### config.mk
export PLATFORM = sky130hd
export DESIGN_NAME = sorted_ack_tracker_low_mark
export DESIGN_NICKNAME = d
export VERILOG_FILES = /design/src/rtl/satlm_pkg.sv /design/src/rtl/satlm_cmp.sv /design/src/rtl/satlm_tbl.sv /design/src/rtl/satlm_last.sv /design/src/rtl/sorted_ack_tracker_low_mark.sv
export SDC_FILE = /design/constraint.sdc
export NUM_CORES = 2
export LEC_CHECK = 0
export BUFFER_PORTS_ARGS = -buffer_cell sky130_fd_sc_hd__buf_2
export CAP_MARGIN = 5
export CELL_PAD_IN_SITES_DETAIL_PLACEMENT = 1
export CELL_PAD_IN_SITES_GLOBAL_PLACEMENT = 2
export CORE_UTILIZATION = 45
export DETAILED_ROUTE_END_ITERATION = 7
export PLACE_DENSITY_LB_ADDON = 0.1
export SLEW_MARGIN = 20
export SYNTH_ARGS = -nofsm -noshare
export SYNTH_HDL_FRONTEND = slang
export SYNTH_SLANG_ARGS = --single-unit
export TNS_END_PERCENT = 30
### constraint.sdc
create_clock -name clk_i -period 15.9 [get_ports clk_i]
set_clock_uncertainty 0.2 [all_clocks]
set_input_delay 0.795 -clock clk_i [delete_from_list [all_inputs] [get_ports clk_i]]
set_output_delay 0.795 -clock clk_i [all_outputs]
set_load 0.02 [all_outputs]
### src/rtl/satlm_pkg.sv
// ---------------------------------------------------------------------------
// satlm_pkg: shared types and constants of the acknowledgement low mark tracker
// Holds the transaction payload types, the table entry type and the
// default sizes that the top level hands down to its memories.
// ---------------------------------------------------------------------------
package satlm_pkg;

  localparam int unsigned SeqW         = 64;
  localparam int unsigned NodeW        = 4;
  localparam int unsigned TrackDepthDef = 8;
  localparam int unsigned NodeCountDef  = 16;

  typedef struct packed {
    logic [NodeW-1:0] node_index;
    logic [SeqW-1:0]  reported_seq;
  } in_t;

  typedef struct packed {
    logic [SeqW-1:0] low_mark;
    logic            status;
  } out_t;

  typedef struct packed {
    logic [NodeW-1:0] node;
    logic [SeqW-1:0]  seq;
  } entry_t;

endpackage

### src/rtl/satlm_cmp.sv
// ---------------------------------------------------------------------------
// satlm_cmp: shared sequence comparator
// One 64-bit unsigned magnitude compare, reused by the steps of the
// sequencer that compare: against the node's last value and against table entries.
// ---------------------------------------------------------------------------
module satlm_cmp (
  input  logic [satlm_pkg::SeqW-1:0] a_i,
  input  logic [satlm_pkg::SeqW-1:0] b_i,
  output logic                       gt_o,
  output logic                       eq_o
);
  import satlm_pkg::*;

  assign gt_o = (a_i > b_i);
  assign eq_o = (a_i == b_i);

endmodule

### src/rtl/satlm_tbl.sv
// ---------------------------------------------------------------------------
// satlm_tbl: sorted entry memory
// One write port and one read port with registered read data. Entries are
// undefined until written; the sequencer only reads below the fill count.
// ---------------------------------------------------------------------------
module satlm_tbl #(
  parameter int unsigned DEPTH = satlm_pkg::TrackDepthDef,
  localparam int unsigned AW   = $clog2(DEPTH)
) (
  input  logic              clk_i,
  input  logic              we_i,
  input  logic [AW-1:0]     waddr_i,
  input  satlm_pkg::entry_t wdata_i,
  input  logic [AW-1:0]     raddr_i,
  output satlm_pkg::entry_t rdata_o
);
  import satlm_pkg::*;

  entry_t mem_q [DEPTH];
  entry_t rdata_q;

  always_ff @(posedge clk_i) begin
    if (we_i) begin
      mem_q[waddr_i] <= wdata_i;
    end
    rdata_q <= mem_q[raddr_i];
  end

  assign rdata_o = rdata_q;

endmodule

### src/rtl/satlm_last.sv
// ---------------------------------------------------------------------------
// satlm_last: per-node last recorded sequence
// Memory with registered read data and one valid bit per node; a node that
// was never written reads as zero, which matches the reset state.
// ---------------------------------------------------------------------------
module satlm_last #(
  parameter int unsigned COUNT = satlm_pkg::NodeCountDef,
  localparam int unsigned AW   = $clog2(COUNT)
) (
  input  logic                       clk_i,
  input  logic                       rst_ni,
  input  logic                       we_i,
  input  logic [AW-1:0]              waddr_i,
  input  logic [satlm_pkg::SeqW-1:0] wdata_i,
  input  logic [AW-1:0]              raddr_i,
  output logic [satlm_pkg::SeqW-1:0] rdata_o
);
  import satlm_pkg::*;

  logic [SeqW-1:0]  mem_q [COUNT];
  logic [COUNT-1:0] vld_q;
  logic [SeqW-1:0]  rdata_q;
  logic             rvld_q;

  always_ff @(posedge clk_i) begin
    if (we_i) begin
      mem_q[waddr_i] <= wdata_i;
    end
    rdata_q <= mem_q[raddr_i];
  end

  always_ff @(posedge clk_i or negedge rst_ni) begin
    if (!rst_ni) begin
      vld_q  <= '0;
      rvld_q <= 1'b0;
    end else begin
      if (we_i) begin
        vld_q[waddr_i] <= 1'b1;
      end
      rvld_q <= vld_q[raddr_i];
    end
  end

  assign rdata_o = rvld_q ? rdata_q : '0;

endmodule

### src/rtl/sorted_ack_tracker_low_mark.sv
// ---------------------------------------------------------------------------
// sorted_ack_tracker_low_mark: acknowledgement low-water mark tracker
// Sequencing: an update's result strobe waits on the entry memory walk at one
//   entry per cycle and, for an insert, on the shift pass; a stale report
//   holds busy for one cycle.
// Throughput: one transaction at a time; busy stays high through the result.
// Reset: asynchronous, active low; the table empties and every node's last
//   sequence reads as zero. The receiver cannot stall the result strobe.
// ---------------------------------------------------------------------------
module sorted_ack_tracker_low_mark #(
  parameter int unsigned TRACK_DEPTH = satlm_pkg::TrackDepthDef,
  parameter int unsigned NODE_COUNT  = satlm_pkg::NodeCountDef
) (
  input  logic            clk_i,
  input  logic            rst_ni,
  input  logic            start,
  output logic            busy,
  input  satlm_pkg::in_t  in_i,
  output logic            result_valid_o,
  output satlm_pkg::out_t result_o
);
  import satlm_pkg::*;

  localparam int unsigned TW = $clog2(TRACK_DEPTH);
  localparam int unsigned CW = $clog2(TRACK_DEPTH + 1);
  localparam int unsigned NW = $clog2(NODE_COUNT);

  // Sequencer states. The table memory is read one entry per cycle, so every
  // state that consumes an entry had its address issued by the state before.
  typedef enum logic [7:0] {
    ST_IDLE  = 8'b0000_0001,
    ST_LAST  = 8'b0000_0010,
    ST_SCAN  = 8'b0000_0100,
    ST_BUB   = 8'b0000_1000,
    ST_SHIFT = 8'b0001_0000,
    ST_PUT   = 8'b0010_0000,
    ST_RD0   = 8'b0100_0000,
    ST_OUT   = 8'b1000_0000
  } state_e;

  state_e            state_q, state_d;
  logic [NodeW-1:0]  node_q, node_d;
  logic [SeqW-1:0]   seq_q, seq_d;
  logic [CW-1:0]     cur_q, cur_d;    // table cursor
  logic [CW-1:0]     pos_q, pos_d;    // final slot of the reported pair
  logic [CW-1:0]     cnt_q, cnt_d;    // number of valid table entries
  logic              full_q, full_d;  // new node dropped, table full
  logic              ins_q, ins_d;    // a new entry is being inserted

  // Table memory port.
  logic              tbl_we;
  logic [TW-1:0]     tbl_waddr;
  entry_t            tbl_wdata;
  logic [TW-1:0]     tbl_raddr;
  entry_t            tbl_rdata;

  // Per-node memory port.
  logic              last_we;
  logic [NW-1:0]     last_addr;
  logic [SeqW-1:0]   last_rdata;

  // Shared comparator: the reported sequence against either the node's last
  // value or the table entry that was just read.
  logic [SeqW-1:0]   cmp_b;
  logic              cmp_gt;
  logic              cmp_eq;

  logic [CW-1:0]     cur_inc;
  logic [CW-1:0]     cur_dec;
  logic [CW-1:0]     cnt_dec;
  logic [CW-1:0]     pos_next;
  logic              node_ok;

  assign cur_inc  = cur_q + CW'(1);
  assign cur_dec  = cur_q - CW'(1);
  assign cnt_dec  = cnt_q - CW'(1);
  assign pos_next = cmp_gt ? cur_inc : pos_q;
  assign node_ok  = ({28'd0, node_q} < 32'(NODE_COUNT));

  assign cmp_b = (state_q == ST_LAST) ? last_rdata : tbl_rdata.seq;

  satlm_cmp u_cmp (
    .a_i  (seq_q),
    .b_i  (cmp_b),
    .gt_o (cmp_gt),
    .eq_o (cmp_eq)
  );

  satlm_tbl #(
    .DEPTH (TRACK_DEPTH)
  ) u_tbl (
    .clk_i   (clk_i),
    .we_i    (tbl_we),
    .waddr_i (tbl_waddr),
    .wdata_i (tbl_wdata),
    .raddr_i (tbl_raddr),
    .rdata_o (tbl_rdata)
  );

  // The node memory is read at acceptance and written in the cycle after, so a
  // single address serves both.
  assign last_addr = (state_q == ST_IDLE) ? NW'(32'(in_i.node_index)) : NW'(32'(node_q));

  satlm_last #(
    .COUNT (NODE_COUNT)
  ) u_last (
    .clk_i   (clk_i),
    .rst_ni  (rst_ni),
    .we_i    (last_we),
    .waddr_i (last_addr),
    .wdata_i (seq_q),
    .raddr_i (last_addr),
    .rdata_o (last_rdata)
  );

  always_comb begin
    state_d   = state_q;
    node_d    = node_q;
    seq_d     = seq_q;
    cur_d     = cur_q;
    pos_d     = pos_q;
    cnt_d     = cnt_q;
    full_d    = full_q;
    ins_d     = ins_q;
    tbl_we    = 1'b0;
    tbl_waddr = '0;
    tbl_wdata = '{node: node_q, seq: seq_q};
    tbl_raddr = '0;
    last_we   = 1'b0;

    unique case (state_q)
      ST_IDLE: begin
        if (start) begin
          node_d  = in_i.node_index;
          seq_d   = in_i.reported_seq;
          state_d = ST_LAST;
        end
      end

      // Drop stale or out-of-range reports; else record it, then scan or put.
      ST_LAST: begin
        if (!node_ok || !cmp_gt) begin
          state_d = ST_IDLE;
        end else begin
          last_we = 1'b1;
          full_d  = 1'b0;
          ins_d   = 1'b0;
          cur_d   = '0;
          pos_d   = '0;
          if (cnt_q == '0) begin
            ins_d   = 1'b1;
            state_d = ST_PUT;
          end else begin
            tbl_raddr = '0;
            state_d   = ST_SCAN;
          end
        end
      end

      // Walk the table looking for the node, counting smaller entries on the
      // way to find the insertion slot of a new node.
      ST_SCAN: begin
        if (tbl_rdata.node == node_q) begin
          if (cmp_eq) begin
            state_d = ST_IDLE;
          end else if (cur_inc < cnt_q) begin
            tbl_raddr = cur_inc[TW-1:0];
            cur_d     = cur_inc;
            state_d   = ST_BUB;
          end else begin
            pos_d   = cur_q;
            state_d = ST_PUT;
          end
        end else begin
          pos_d = pos_next;
          if (cur_inc < cnt_q) begin
            tbl_raddr = cur_inc[TW-1:0];
            cur_d     = cur_inc;
          end else if (cnt_q == CW'(TRACK_DEPTH)) begin
            full_d  = 1'b1;
            state_d = ST_RD0;
          end else begin
            ins_d = 1'b1;
            cur_d = cnt_q;
            if (cnt_q > pos_next) begin
              tbl_raddr = cnt_dec[TW-1:0];
              state_d   = ST_SHIFT;
            end else begin
              state_d = ST_PUT;
            end
          end
        end
      end

      // The raised entry moves right past every smaller successor.
      ST_BUB: begin
        if (cmp_gt) begin
          tbl_we    = 1'b1;
          tbl_waddr = cur_dec[TW-1:0];
          tbl_wdata = tbl_rdata;
          if (cur_inc < cnt_q) begin
            tbl_raddr = cur_inc[TW-1:0];
            cur_d     = cur_inc;
          end else begin
            pos_d   = cur_q;
            state_d = ST_PUT;
          end
        end else begin
          pos_d   = cur_dec;
          state_d = ST_PUT;
        end
      end

      // Open a slot for a new node, moving entries up from the end.
      ST_SHIFT: begin
        tbl_we    = 1'b1;
        tbl_waddr = cur_q[TW-1:0];
        tbl_wdata = tbl_rdata;
        cur_d     = cur_dec;
        if (cur_dec > pos_q) begin
          tbl_raddr = cur_dec[TW-1:0] - TW'(1);
          state_d   = ST_SHIFT;
        end else begin
          state_d = ST_PUT;
        end
      end

      ST_PUT: begin
        tbl_we    = 1'b1;
        tbl_waddr = pos_q[TW-1:0];
        if (ins_q) begin
          cnt_d = cnt_q + CW'(1);
        end
        state_d = ST_RD0;
      end

      // The low mark is always the first entry.
      ST_RD0: begin
        tbl_raddr = '0;
        state_d   = ST_OUT;
      end

      ST_OUT: begin
        state_d = ST_IDLE;
      end

      default: begin
        state_d = ST_IDLE;
      end
    endcase
  end

  always_ff @(posedge clk_i or negedge rst_ni) begin
    if (!rst_ni) begin
      state_q <= ST_IDLE;
      node_q  <= '0;
      seq_q   <= '0;
      cur_q   <= '0;
      pos_q   <= '0;
      cnt_q   <= '0;
      full_q  <= 1'b0;
      ins_q   <= 1'b0;
    end else begin
      state_q <= state_d;
      node_q  <= node_d;
      seq_q   <= seq_d;
      cur_q   <= cur_d;
      pos_q   <= pos_d;
      cnt_q   <= cnt_d;
      full_q  <= full_d;
      ins_q   <= ins_d;
    end
  end

  assign busy           = (state_q != ST_IDLE);
  assign result_valid_o = (state_q == ST_OUT);
  assign result_o       = '{low_mark: tbl_rdata.seq, status: full_q};

endmodule
==> out/metrics.cfg <==
[routing]
dr.max_layer_used = met5
routed-wl-met2_um = 104200
via_per_inst = 6.300
wl_met3_um = 13860
drt_iter0_drc = 4019
post_drt_wl_per_cell_um = 32.14
final_antenna_net_count = 0
vias = 43140
met1_length_um = 95610
first_pass_iters = 7
wl_um = 220100
drc = 12

[yosys]
synthMuxAreaShare_pct = 1.246
syn_avg_cell_area_um2 = 15.45
async_reset_ff_share_pct = 5.921
synth_edf_count = 1568
synthXorXnorAreaFrac_pct = 0.1627
syn-num-nets = 4684
synth_compound_area_share_pct = 12.76
synthSimpleGateAreaFrac_pct = 6.710
ys_seq_area_share_pct = 74.90
synth.cell_area_mm2 = 0.06997
synthDistinctLibCells = 75
ys.warnings.count = 0
synth_top_family_by_area = compound AO/OA/AOI/OAI gates
ys_ff_latch = 1807
yosys.area_share.adder_pct = 1.484
netlist_instances = 4530
synth_ff_type = edfxtp_1

[place]
dp_cells = 6429
io_buffer_count = 137
dpl-instance-area_mm2 = 0.07282
dp_slack_ns = 6.523
dp_hpwl_um = 115300
gp_congestion = 0.7901

[final_layout]
n_fill_cell = 14580
syn_to_final_growth_pct = 13.78
stdcell_area_mm2 = 0.07960
final_common_cell = edfxtp_1
finalNetCount = 4786
layout_common_cells = edfxtp_1, a22oi_1, a21oi_1
final_cells = 6848
final_util_pct = 51.61
drive_gt1_share_pct = 13.93

[power]
vdd_drop_max_v = 0.0001415
p_leak_nw = 26.80
power.density_mw_per_mm2 = 171.7
power_mw = 13.67

[timing]
rsz0062_at_grt = false
worst_pin_slew_ns = 1.158
setup_tns_ns = 0
maxClockFrequency_mhz = 104.0
setup_slack_ns = 6.282
final_period_minus_worst_setup_slack_ns = 9.618
final.period_utilization_pct = 60.49
setup_viol_count_final = 0
maxSlewViolCount = 0
hold_violations = 0
hold_slack_ns = 0.06892
maxSlewHeadroom_pct = 22.83

[global_routing]
grtUsageTotal_pct = 27.81
grt_pass1_vias = 44800
antenna_found_initial = 10
grt_max_degree = 149
grt_pass1_wl_um = 317200
grt.overflow.total = 0

[clocking]
cts_root_buf = clkbuf_16
clock_sinks = 1807
cts.reportedPaths.clkPinSlew_ns = 0.06
cts_tree = built
h-tree-depth = 4
insertion_delay_ns = 0.81
cts_buffer_depth = 3
cts_buffers = 191

[floorplanning]
start_util_pct = 45.37
fp.dieH_um = 396.3
dieArea_mm2 = 0.1571
io_pins = 138
die_w_um = 396.3
core_area_mm2 = 0.1542
num_rows = 144

[critical_path]
slowest_delay_ns = 0.76
crit_required_ns = 16.38
cp_max_fo = 89
slowest_stage = buf_4
worst_setup_path_start_kind = flip-flop
arrival_ns = 10.10
cp_common_cell = buf_4
ff2ff_setup_slack_ns = 6.28
endpoint_kind = flip-flop
critPathKind = reg -> reg

[run_status]
violations = DRC
status = finished, violations left

[flow_run]
cap_viol_max_count = 0

[min_path]
hp-class = in -> reg

timing repair:
item / CTS / global route
setup endpoints to repair: 0 / 0
gates resized for setup: 0 / 0
endpoints found under the hold margin: 97 / 0
hold buffers: 54 / 0
buffers inserted: 0 / 0
synthesized netlist by cell type, types with 68 or more instances:
| cell | instances | area share, % |
|---|---|---|
| a2111oi_0 | 274 | 3.4 |
| clkbuf_1 | 300 | 1.6 |
| a22oi_1 | 524 | 5.6 |
| ha_1 | 83 | 1.5 |
| nand2_1 | 244 | 1.3 |
| edfxtp_1 | 1568 | 67 |
| dfxtp_1 | 132 | 3.8 |
| dfrtp_1 | 106 | 3.8 |
| and3_1 | 336 | 3.0 |
| a21oi_1 | 363 | 2.6 |
| buf_4 | 68 | 0.73 |
| mux2_2 | 73 | 1.2 |
| nor4_1 | 73 | 0.65 |
layout make-up:
| cell class | instances | area (µm²) | share of cell area (%) |
|---|---|---|---|
| clock inverters | 71 | 734.5 | 0.9226 |
| multi-input cells | 2294 | 16040 | 20.15 |
| inverters | 21 | 81.33 | 0.1022 |
| diodes | 2 | 5.005 | 0.006287 |
| clock buffers | 292 | 5503 | 6.913 |
| well taps | 2044 | 2557 | 3.213 |
| repair buffers | 317 | 2273 | 2.856 |
| flip-flops and latches | 1807 | 52410 | 65.84 |
where the power goes:
| group | internal (mW) | switching (mW) |
|---|---|---|
| sequential | 5.94 | 0.427 |
| clock | 2.58 | 1.84 |
| combinational | 0.850 | 2.03 |
critical path: cells and delay by family, from the launching register on:
family / cells / cell delay, ns
buffers and inverters: 7 / 3.21
AND/OR/NAND/NOR: 9 / 2.56
AO/OA/AOI/OAI: 12 / 2.07
adder cells (fa/ha/maj): 2 / 0.61
flip-flops: 1 / 0.40
multiplexers: 1 / 0.16
registers in the layout (all words and copies together) (netlist names):
signal,cells
u_tbl.mem_q,544
cur_q,4
seq_q,64
u_tbl.rdata_o,68
u_last.vld_q,16
node_q,4
ins_q,1
cnt_q,4
state_q,8
pos_q,4
u_last.mem_q,1024
u_last.rvld_q,1
full_q,1
u_last.rdata_q,64
logic make-up (layout without fill, tap and decap cells):
logic type	after synthesis	count (layout)
AO/OA/AOI/OAI	1270	1270
XOR/XNOR	13	13
adder cells (fa/ha/maj)	83	83
buffers and inverters	429	701
flip-flops	1807	1807
multiplexers	78	78
other	0	2
AND/OR/NAND/NOR	850	850
final timing paths:
kind                                  from                end  depth (start not counted)
max in group asynchronous           rst_ni      u_last.rvld_q                          3
min                               in_i[31]          seq_q[31]                          3
max reg2reg                     state_q[3]  u_tbl.rdata_o[22]                         31
max                             state_q[3]  u_tbl.rdata_o[22]                         31
min in group asynchronous           rst_ni          seq_q[58]                          2
min reg2reg                u_last.vld_q[8]    u_last.vld_q[8]                          1
routing by layer:
metal / GRT usage [%] / up-vias
li1: - / 18530
met1: 38.79 / 22780
met2: 44.77 / 1468
met3: 4.679 / 349
met4: 8.336 / 8
met5: 0 / -
(Power assumes the default switching activity.)
